**src/hdl/rme_isqrt.sv**
```systemverilog
// ----------------------------------------------------------------------------
// rme_isqrt: pipelined integer square root
// One result bit per stage; c = floor(sqrt(2^32 - r31^2)) for |r31| < 2^16.
// The radicand is known to fit in 33 bits, so 17 stages resolve the root.
// ----------------------------------------------------------------------------
module rme_isqrt #(
  parameter int unsigned TW = 8
) (
  input  logic                clk,
  input  logic                en,
  input  logic [32:0]         rad_i,
  input  logic [TW-1:0]       tag_i,
  output logic [16:0]         root_o,
  output logic [TW-1:0]       tag_o
);

  localparam int unsigned NB = 17;

  logic [32:0]   rem_r  [NB+1];
  logic [16:0]   res_r  [NB+1];
  logic [TW-1:0] tag_r  [NB+1];

  always_comb begin
    rem_r[0] = rad_i;
    res_r[0] = '0;
    tag_r[0] = tag_i;
  end

  for (genvar k = 0; k < NB; k++) begin : g_bit
    localparam int unsigned B = NB - 1 - k;
    logic [34:0] trial;
    logic [34:0] sq_nxt;
    always_comb begin
      // (res + 2^B)^2 - res^2 = res*2^(B+1) + 2^(2B)
      trial  = ({18'd0, res_r[k]} << (B + 1)) | (35'd1 << (2 * B));
      sq_nxt = {2'b00, rem_r[k]} - trial;
    end
    always_ff @(posedge clk) begin
      if (en) begin
        tag_r[k+1] <= tag_r[k];
        if ({2'b00, rem_r[k]} >= trial) begin
          rem_r[k+1] <= sq_nxt[32:0];
          res_r[k+1] <= res_r[k] | (17'd1 << B);
        end else begin
          rem_r[k+1] <= rem_r[k];
          res_r[k+1] <= res_r[k];
        end
      end
    end
  end

  assign root_o = res_r[NB];
  assign tag_o  = tag_r[NB];

endmodule

```
**config.mk**
```make
export PLATFORM = sky130hd
export DESIGN_NAME = rme_isqrt
export DESIGN_NICKNAME = d
export VERILOG_FILES = /design/src/hdl/rme_isqrt.sv
export SDC_FILE = /design/constraint.sdc
export NUM_CORES = 1
export LEC_CHECK = 0
export ABC_AREA = 1
export BUFFER_PORTS_ARGS = -buffer_cell sky130_fd_sc_hd__buf_2
export CAP_MARGIN = 20
export CORE_MARGIN = 2
export CORE_UTILIZATION = 50
export CTS_BUF_LIST = sky130_fd_sc_hd__clkbuf_2 sky130_fd_sc_hd__clkbuf_4 sky130_fd_sc_hd__clkbuf_8
export DETAILED_ROUTE_END_ITERATION = 8
export PLACE_DENSITY = 0.69
export SLEW_MARGIN = 30
export SYNTH_ARGS = -nofsm -noshare
export SYNTH_HDL_FRONTEND = slang
export SYNTH_SLANG_ARGS = --single-unit
```
**constraint.sdc**
```tcl
create_clock -name clk -period 4.7 [get_ports clk]
set_input_delay 0.94 -clock clk [delete_from_list [all_inputs] [get_ports clk]]
set_output_delay 0.94 -clock clk [all_outputs]
set_load 0.05 [all_outputs]
```
==> impl_metrics.py <==
metrics = {
    "setup_path": {
        "crit_path_end": "rem_r[185]$_DFFE_PP_",
        "arrival_ns": 3.44,
        "worstSetupEndpointType": "flop",
        "worst-r2r-setup-slack_ns": 1.77,
        "worstSetupPathType": "flop to flop",
        "timing.rr.end": "rem_r[185]$_DFFE_PP_",
        "critPathLaunch": "g_bit[11].trial[21]$_DFFE_PP_",
        "reg2reg_depth": 13,
        "critPathMaxFanout": 19,
        "reg2reg_from": "g_bit[11].trial[21]$_DFFE_PP_",
        "cp-start-kind": "flop",
        "crit_required_ns": 5.21,
    },
    "synthesis": {
        "synth_most_common_cell": "nand2_1",
        "synth_xor_area_share_pct": 2.59,
        "ys_types": 48,
        "synth_top_family_by_area": "simple AND/OR/NAND/NOR gates",
        "synth_area_leaders": "edfxtp_1 60%, nand2_1 12%, inv_1 5.9%, ha_1 5.0%, nor2_1 3.4%",
        "synthMuxAreaShare_pct": 0,
        "synth_edf_count": 817,
        "yosysTopAreaCell": "edfxtp_1",
        "synthSimpleGateAreaFrac_pct": 21.8,
        "synth_nets": 4446,
        "syn_area_um2": 41200,
        "synth-seq-cells": 817,
        "yosysWarningCount": 0,
        "synth-main-ff-cell": "edfxtp_1",
        "synth_top_area_share_pct": 59.5,
        "avgSynthCellArea_um2": 9.73,
        "synthCells": 4237,
        "synthTopCellsByCount": "1269 x nand2_1, 817 x edfxtp_1, 646 x inv_1, 372 x nor2_1, 252 x nand3_1",
        "synth_fa_ha_area_share_pct": 5.04,
        "synthArstFlopShare_pct": 0,
        "seq_area_frac_synth_pct": 59.5,
        "synth-compound-area-share_pct": 4.26,
    },
    "routing": {
        "drt_wl_total_mm": 92.1,
        "ant_nets": 0,
        "wl_per_cell_um": 16.5,
        "num_vias": 28900,
        "drc": 0,
        "dr.pass1.iters": 6,
        "via_per_inst": 5.17,
        "drtIter0Drc": 2453,
    },
    "global_route": {
        "first_global_vias": 28000,
        "grt_overflow": 0,
        "antenna_found_initial": 2,
        "grt_pass1_wl_mm": 147,
        "grt_usage_pct": 21.9,
        "grt_max_degree": 92,
    },
    "floorplan": {
        "core_um2": 81800,
        "fp.dieW_um": 291,
        "ios": 68,
        "initial_core_util_pct": 50.4,
        "die_area_um2": 84700,
        "row_count": 105,
        "fp.dieH_um": 291,
    },
    "power_and_ir_drop": {
        "p_per_area_nw_per_um2": 455,
        "power.internal_mw": 14.1,
        "ir_worst_vdd_uv": 299,
        "p_leak_nw": 19.8,
        "p_sw_share_pct": 31.8,
        "seqPwrFrac_pct": 47.4,
        "p_sw_mw": 6.59,
        "clkPwrFrac_pct": 30.5,
        "comb_power_share_pct": 22.2,
    },
    "sta": {
        "hold_ws_ns": 0.312,
        "slew_viol_final": 0,
        "maxSlewHeadroom_pct": 41.1,
        "finalHoldViolations": 0,
        "rsz0062_at_grt": "no",
        "setup_tns_ns": 0,
        "setup_violations": 0,
        "min_period_over_period_pct": 62.3,
        "timing.fmax_mhz": 342,
        "worst_pin_slew_ns": 0.883,
        "period_minus_slack_ns": 2.93,
        "fin_worst_skew_ns": 0.0490,
    },
    "cts": {
        "clock_latency_ns": 0.80,
        "cts-buffers-inserted": 134,
        "cts_root_buffer": "clkbuf_8",
        "cts_tree": "built",
        "cts_hold_buf": 0,
        "path_clk_slew_ns": 0.07,
        "cts.htree.levels": 4,
        "clock_sinks": 817,
        "cts_repair_resize_count": 0,
        "cts_setup_buffers": 0,
        "cts_buffer_depth": 3,
    },
    "flow_run": {
        "drv_cap": 0,
    },
    "layout": {
        "nets": 4625,
        "syn2layout_area_growth_pct": 10.5,
        "fillers": 7049,
        "layout-drive-gt1-share_pct": 8.84,
    },
    "placement": {
        "gp_congestion": 1.01,
        "dp_hpwl_mm": 69.7,
        "io_buffers": 67,
    },
    "worst_hold_path": {
        "hp-class": "input port to flop",
        "holdPathStages": 1,
    },
    "run_status": {
        "status": "finished clean",
    },
}
==> how the worst min path moves through the flow <==
stage / from / end / slack [ns]
finish: rad_i[11] / rem_r[539]$_DFFE_PP_ / 0.31
floorplan: tag_r[8]$_DFFE_PP_ / tag_o[0]$_DFFE_PP_ / 0.40
global placement: tag_r[91]$_DFFE_PP_ / tag_r[83]$_DFFE_PP_ / 0.40
CTS: rad_i[11] / rem_r[539]$_DFFE_PP_ / 0.23
global route: rad_i[15] / rem_r[543]$_DFFE_PP_ / 0.26
detailed placement: tag_r[115]$_DFFE_PP_ / tag_r[107]$_DFFE_PP_ / 0.40
==> sequential cells by signal, summed over array words and instances, names as in the netlist <==
signal,count
g_bit.trial,136
tag_r,128
rem_r,528
root_o,17
tag_o,8
==> metrics by stage <==
step / worst slack [ns] / util [%] / area, um^2 / total power [mW] / std cells
after CTS: 1.78 / 55.6 / 45500 / 20.9 / 5585
after detailed placement: 1.79 / 52.3 / 42800 / 14.5 / 5350
after global placement: 1.76 / 52.3 / 42800 / 14.4 / 5350
after floorplan: 2.69 / - / 41200 / 13.0 / 4237
final: 1.77 / 55.6 / 45500 / 20.7 / 5587
after global routing: 1.51 / 55.6 / 45500 / 21.9 / 5587
==> kinds of logic after synthesis <==
kind of cell,count (synthesis)
and+or+nand+nor,2136
DFF,817
buffers and inverters,699
AOI/OAI and AO/OA,296
adders and majority gates,166
xor gates and xnor gates,122
other,1
==> power groups by stage <==
stage	Sequential, mW	Combinational [mW]	Clock (mW)
2_1_floorplan	9.67	3.37	0
3_3_place_gp	9.94	4.48	0
3_5_place_dp	9.95	4.53	0
4_1_cts	9.81	4.56	6.48
5_1_grt	9.88	5.25	6.78
6_report	9.81	4.58	6.30
==> per-layer routing <==
metal  global-route usage (%)  share of wire (%)
met1                     28.4                 43
met2                     37.3                 49
met3                     3.44                5.4
met4                     8.04                3.0
met5                        0                  0
==> layout make-up <==
| class | instances | area [um^2] | share of cell area (%) |
|---|---|---|---|
| antenna | 2 | 5.00 | 0.0110 |
| clock buffer | 174 | 2140 | 4.71 |
| clock inverter | 61 | 574 | 1.26 |
| inverter | 660 | 2480 | 5.46 |
| multi-input combinational | 2721 | 13900 | 30.5 |
| sequential | 817 | 24500 | 53.9 |
| tap | 1070 | 1340 | 2.94 |
| timing repair buffer | 82 | 546 | 1.20 |
==> worst max-delay path: stages, from the launching register on <==
cell and delay (ns):
edfxtp_1 0.47, inv_1 0.07, ha_1 0.36, nand2_1 0.14, nor2_1 0.08, nand2_1 0.16, nor3_1 0.07, nand2_1 0.09
nand2_1 0.07, nor2_2 0.44, buf_4 0.38, inv_4 0.12, nand2_1 0.08, nand2_1 0.11
==> placed cells by master (no fill, tap or decap), drive strengths merged, types with 30 or more instances in the layout <==
master / instances
a21oi: 165
xnor2: 30
clkbuf: 174
nor3: 58
xor2: 92
inv: 672
nor2: 391
nor4: 33
buf: 82
ha: 166
o21ai: 99
edfxtp: 817
nand4: 69
clkinv: 41
nand2: 1284
nand3: 257
Note: power is estimated with default switching activity, not from simulation.
