==> src/hdl/rme_pkg.sv <==
// ----------------------------------------------------------------------------
// rme_pkg: shared constants and types for the rotation matrix to Euler block
// Holds the CORDIC angle table and the fixed operand widths.
// ----------------------------------------------------------------------------
package rme_pkg;

  localparam int unsigned IN_W   = 18;
  localparam int unsigned ANG_W  = 16;
  // CORDIC datapath width: 19-bit operand scaled by 256, grown by the gain
  localparam int unsigned CW     = 30;
  localparam int unsigned MAX_STAGES = 24;

  localparam logic [31:0] ANG_PI = 32'h8000_0000;

  typedef logic [31:0] angle_t;
  typedef logic signed [CW-1:0] cdata_t;

  function automatic angle_t atan_entry(input int unsigned i);
    angle_t v;
    unique case (i)
      0:  v = 32'h20000000;
      1:  v = 32'h12E4051E;
      2:  v = 32'h09FB385B;
      3:  v = 32'h051111D4;
      4:  v = 32'h028B0D43;
      5:  v = 32'h0145D7E1;
      6:  v = 32'h00A2F61E;
      7:  v = 32'h00517C55;
      8:  v = 32'h0028BE53;
      9:  v = 32'h00145F2F;
      10: v = 32'h000A2F98;
      11: v = 32'h000517CC;
      12: v = 32'h00028BE6;
      13: v = 32'h000145F3;
      14: v = 32'h0000A2FA;
      15: v = 32'h0000517D;
      16: v = 32'h000028BE;
      17: v = 32'h0000145F;
      18: v = 32'h00000A30;
      19: v = 32'h00000518;
      20: v = 32'h0000028C;
      21: v = 32'h00000146;
      22: v = 32'h000000A3;
      23: v = 32'h00000051;
      default: v = 32'h0;
    endcase
    return v;
  endfunction

  function automatic logic [ANG_W-1:0] to_bam(input angle_t z);
    angle_t t;
    t = z + 32'h0000_8000;
    return t[31:16];
  endfunction

endpackage

==> src/hdl/rme_cordic.sv <==
// ----------------------------------------------------------------------------
// rme_cordic: pipelined vectoring CORDIC giving atan2(y, x)
// One pre-rotation stage, then one micro-rotation per register stage.
// ----------------------------------------------------------------------------
module rme_cordic #(
  parameter int unsigned STAGES = 16
) (
  input  logic                         clk,
  input  logic                         en,
  input  logic signed [rme_pkg::IN_W:0] y_i,
  input  logic signed [rme_pkg::IN_W:0] x_i,
  output rme_pkg::angle_t              z_o
);

  localparam int unsigned N = (STAGES > rme_pkg::MAX_STAGES) ? rme_pkg::MAX_STAGES : STAGES;

  rme_pkg::cdata_t x_r [N+1];
  rme_pkg::cdata_t y_r [N+1];
  rme_pkg::angle_t z_r [N+1];
  logic            zero_r [N+1];

  rme_pkg::cdata_t xs, ys;
  always_comb begin
    xs = rme_pkg::cdata_t'(x_i) <<< 8;
    ys = rme_pkg::cdata_t'(y_i) <<< 8;
  end

  // pre-rotation: fold the left half-plane onto the right
  always_ff @(posedge clk) begin
    if (en) begin
      zero_r[0] <= (x_i == '0) && (y_i == '0);
      if (xs < 0) begin
        x_r[0] <= -xs;
        y_r[0] <= -ys;
        z_r[0] <= rme_pkg::ANG_PI;
      end else begin
        x_r[0] <= xs;
        y_r[0] <= ys;
        z_r[0] <= '0;
      end
    end
  end

  for (genvar i = 0; i < N; i++) begin : g_rot
    always_ff @(posedge clk) begin
      if (en) begin
        zero_r[i+1] <= zero_r[i];
        if (y_r[i] >= 0) begin
          x_r[i+1] <= x_r[i] + (y_r[i] >>> i);
          y_r[i+1] <= y_r[i] - (x_r[i] >>> i);
          z_r[i+1] <= z_r[i] + rme_pkg::atan_entry(i);
        end else begin
          x_r[i+1] <= x_r[i] - (y_r[i] >>> i);
          y_r[i+1] <= y_r[i] + (x_r[i] >>> i);
          z_r[i+1] <= z_r[i] - rme_pkg::atan_entry(i);
        end
      end
    end
  end

  assign z_o = zero_r[N] ? '0 : z_r[N];

endmodule
==> config.mk <==
export PLATFORM = sky130hd
export DESIGN_NAME = rme_cordic
export DESIGN_NICKNAME = d
export VERILOG_FILES = /design/src/hdl/rme_pkg.sv /design/src/hdl/rme_cordic.sv
export SDC_FILE = /design/constraint.sdc
export NUM_CORES = 2
export LEC_CHECK = 0
export ABC_CLOCK_PERIOD_IN_PS = 7000
export BUFFER_PORTS_ARGS = -buffer_cell sky130_fd_sc_hd__buf_2
export CAP_MARGIN = 20
export CORE_ASPECT_RATIO = 0.9
export CORE_MARGIN = 3
export CORE_UTILIZATION = 40
export DETAILED_ROUTE_END_ITERATION = 12
export GPL_TIMING_DRIVEN = 0
export PLACE_DENSITY = 0.56
export SLEW_MARGIN = 25
export SYNTH_ARGS = -nofsm -noshare
export SYNTH_HDL_FRONTEND = slang
export SYNTH_SLANG_ARGS = --single-unit
==> constraint.sdc <==
create_clock -name clk -period 7 [get_ports clk]
set_clock_uncertainty 0.2 [all_clocks]
set_input_delay 1.4 -clock clk [delete_from_list [all_inputs] [get_ports clk]]
set_output_delay 1.4 -clock clk [all_outputs]
set_load 0.02 [all_outputs]
==> results.tsv <==
stage	metric	value	unit
clock_network	cts-root-buf	clkbuf_16	
logic_synthesis	yosysTopAreaCellShare	0.351	
floorplanning	fp.dieW	557	µm
logic_synthesis	ys_ff_latch	1280	
global_routing	grt.overflow.total	0	
global_routing	grt_pass1_wl	489000	µm
placement	pre_cts_ws	-3.23	ns
outcome	status	finished clean	
logic_synthesis	avgSynthCellArea	9.09	µm²
clock_network	cts_sinks	1280	
logic_synthesis	synth_cell_type_count	110	
cells_and_area	fillers	26100	
floorplanning	die_area	0.280	mm²
placement	gp_routability_congestion	0.910	
hold_path	hold_path_class	register to register	
detailed_routing	first_pass_iters	8	
timing	hold_viol	0	
detailed_routing	routedWlPerCell	19.6	µm
clock_network	clkTransAtPathRegs	0.06	ns
global_routing	grt_pass1_vias	86900	
floorplanning	placementRows	181	
logic_synthesis	yosysWarnings	0	
floorplanning	num_io_pins	72	
hold_path	hold_path_depth	0	
worst_setup_path	worstPathRequired	7.37	ns
worst_setup_path	reg2reg_depth	19	
worst_setup_path	critPathLaunchType	input port	
worst_setup_path	r2r-end	x_r[4][25]	
detailed_routing	vias	91100	
detailed_routing	ant_nets	0	
flow_run	maxCapViolCount	0	
worst_setup_path	timing.rr.start	y_r[3][29]	
logic_synthesis	ys_top_cells_by_area	edfxtp_1 (35%), ha_1 (11%), xnor2_1 (9.7%)	
worst_setup_path	endpoint_kind	register	
global_routing	grtUsageTotal	0.215	
placement	place_area	0.115	mm²
logic_synthesis	ys_async_sr_fraction	0	
hold_path	min-delay-start	zero_r[0][5]	
logic_synthesis	postSynthCellCount	12000	
detailed_routing	route.detailed.drc	0	
cells_and_area	fin_area	0.120	mm²
timing	fmax	0.149	GHz
logic_synthesis	yosysTopAreaCell	edfxtp_1	
logic_synthesis	yosysSeqAreaShare	0.351	
worst_setup_path	crit_fanout	18	
placement	dp_hpwl	248000	µm
cells_and_area	drive_gt1_frac	0.0501	
logic_synthesis	syn-num-nets	13100	
timing	setup_slack	0.280	ns
floorplanning	die_h	502	µm
timing	finalCritPeriodShare	0.960	
hold_path	holdPathEnd	zero_r[0][6]	
timing	fin_crit	6.72	ns
clock_network	clkLatencyLatePin	0.83	ns
clock_network	tritoncts	built	
logic_synthesis	synth_enable_flop_cells	1280	
floorplanning	start_util	0.403	
timing	max_slew.worst_pin.slew	1.07	ns
global_routing	antenna_found_initial	7	
detailed_routing	drt_iter0_markers	7258	
detailed_routing	vias_per_cell	5.70	
timing	rsz0062_at_grt	no	
clock_network	htreeDepth	4	
floorplanning	core_region_area	0.271	mm²
cells_and_area	final_nets	13300	
timing	setup_viol	0	
clock_network	cts_made_buffers	157	
logic_synthesis	mappedNetlistArea	0.109	mm²
detailed_routing	postRouteWirelength	313000	µm
worst_setup_path	rrSetupSlack	0.60	ns
placement	io_buffers	70	
global_routing	grt_max_degree	58	
cells_and_area	area_growth	9.73	%
worst_setup_path	worstSetupPathType	input port to register	
clock_network	hold_buffers	0	
worst_setup_path	cp.arrival	7.09	ns
timing	relSlewSlack	0.285	
logic_synthesis	synth_flop_cell	edfxtp_1	
timing	slew_viol_final	0	
clock_network	clockBufferDepth	4	
flip-flops by register name, indices dropped and copies added (netlist names):
register  cells
z_r         440
y_r         417
x_r         406
zero_r       17
synth_stat cells, drive strengths merged (120+ instances only):
cell,n
clkbuf,331
xor2,507
a21o,315
nand2b,214
nor4,120
nand2,883
nand3,242
and3,127
a21oi,1119
nor3,355
nor2,1033
o21ai,749
a31oi,121
xnor2,1218
o21a,140
ha,983
nor2b,144
edfxtp,1280
inv,519
o31ai,149
metrics by stage:
| step | hold slack (ns) | instances | TNS [ns] | utilization |
|---|---|---|---|---|
| finish | 0.218 | 16000 | 0 | 0.443 |
| floorplan | 0.200 | 12000 | 0 | - |
| global placement | 0.204 | 15700 | -3598.41 | 0.421 |
| CTS | 0.219 | 16000 | 0 | 0.442 |
| detailed placement | 0.205 | 15700 | -760.71 | 0.423 |
| global route | 0.223 | 16000 | 0 | 0.443 |
cell families after synthesis:
kind of cell | after synthesis | share of synthesized area
and+or+nand+nor | 3563 | 0.156
AOI/OAI and AO/OA | 3406 | 0.196
xor gates and xnor gates | 1725 | 0.138
DFF | 1280 | 0.351
adders and majority gates | 1023 | 0.118
buffers and inverters | 969 | 0.0338
muxes | 70 | 0.00654
other | 1 | 0.0000343
cell usage in the layout (no fill, tap or decap), types with 140 or more instances in the layout:
master,count
a21o_1,315
nand3_1,242
nand2b_1,214
o31ai_1,142
o21a_1,140
nor3_1,353
xor2_1,507
a21oi_1,1115
clkbuf_16,158
edfxtp_1,1280
ha_1,983
xnor2_1,1218
nor2b_1,144
nor2_1,1033
nand2_1,880
clkbuf_1,269
inv_1,505
o21ai_0,703
layout make-up:
class / instances / area, µm² / area share
Sequential cell: 1280 / 38400 / 0.320
Clock buffer: 178 / 4030 / 0.0336
Timing Repair Buffer: 96 / 887 / 0.00739
Tap cell: 3568 / 4460 / 0.0372
Clock inverter: 92 / 927 / 0.00772
Inverter: 521 / 1960 / 0.0163
Multi-Input combinational cell: 9788 / 67400 / 0.561
Antenna cell: 4 / 10.0 / 0.0000834
Buffer: 436 / 1960 / 0.0163
critical path: stages:
cell	delay, ns
buf_4	0.26
buf_12	0.22
buf_8	0.23
buf_8	0.25
buf_8	0.25
buf_4	0.25
buf_16	0.21
buf_16	0.17
nand2_2	0.19
inv_1	0.12
clkbuf_4	0.26
nor2_1	0.08
xor2_1	0.25
ha_1	0.29
a21o_1	0.15
a21o_1	0.22
a211oi_2	0.31
o31ai_1	0.20
a41oi_2	0.30
a21oi_1	0.15
a41o_1	0.28
or4_1	0.43
a31o_2	0.25
a21oi_1	0.19
xnor2_1	0.09
timing repair:
item	CTS	global route
setup buffers	0	6
setup endpoints to repair	398	120
pin swaps	0	1
gates resized for setup	70	98
routing by layer:
layer,vias to the layer above,global-route usage,routed length (µm)
met4,2,0.0544,8320
met2,2366,0.359,145000
met1,43600,0.295,143000
met3,450,0.0267,15800
li1,44600,-,-
met5,-,0,13
how the worst max path moves through the flow:
| stage | slack [ns] | start | to | depth (start not counted) |
|---|---|---|---|---|
| 2_1_floorplan | 0.26 | en | x_r[7][28] | 22 |
| 3_3_place_gp | -4.15 | en | y_r[2][29] | 24 |
| 3_5_place_dp | -3.23 | en | x_r[7][28] | 23 |
| 4_1_cts | 0.001 | en | x_r[6][28] | 22 |
| 5_1_grt | 0.03 | en | y_r[2][29] | 25 |
| 6_report | 0.28 | en | y_r[2][29] | 25 |
Power is not shown: default switching activity piles up to over one toggle a cycle in this logic, so the estimate is an artifact.
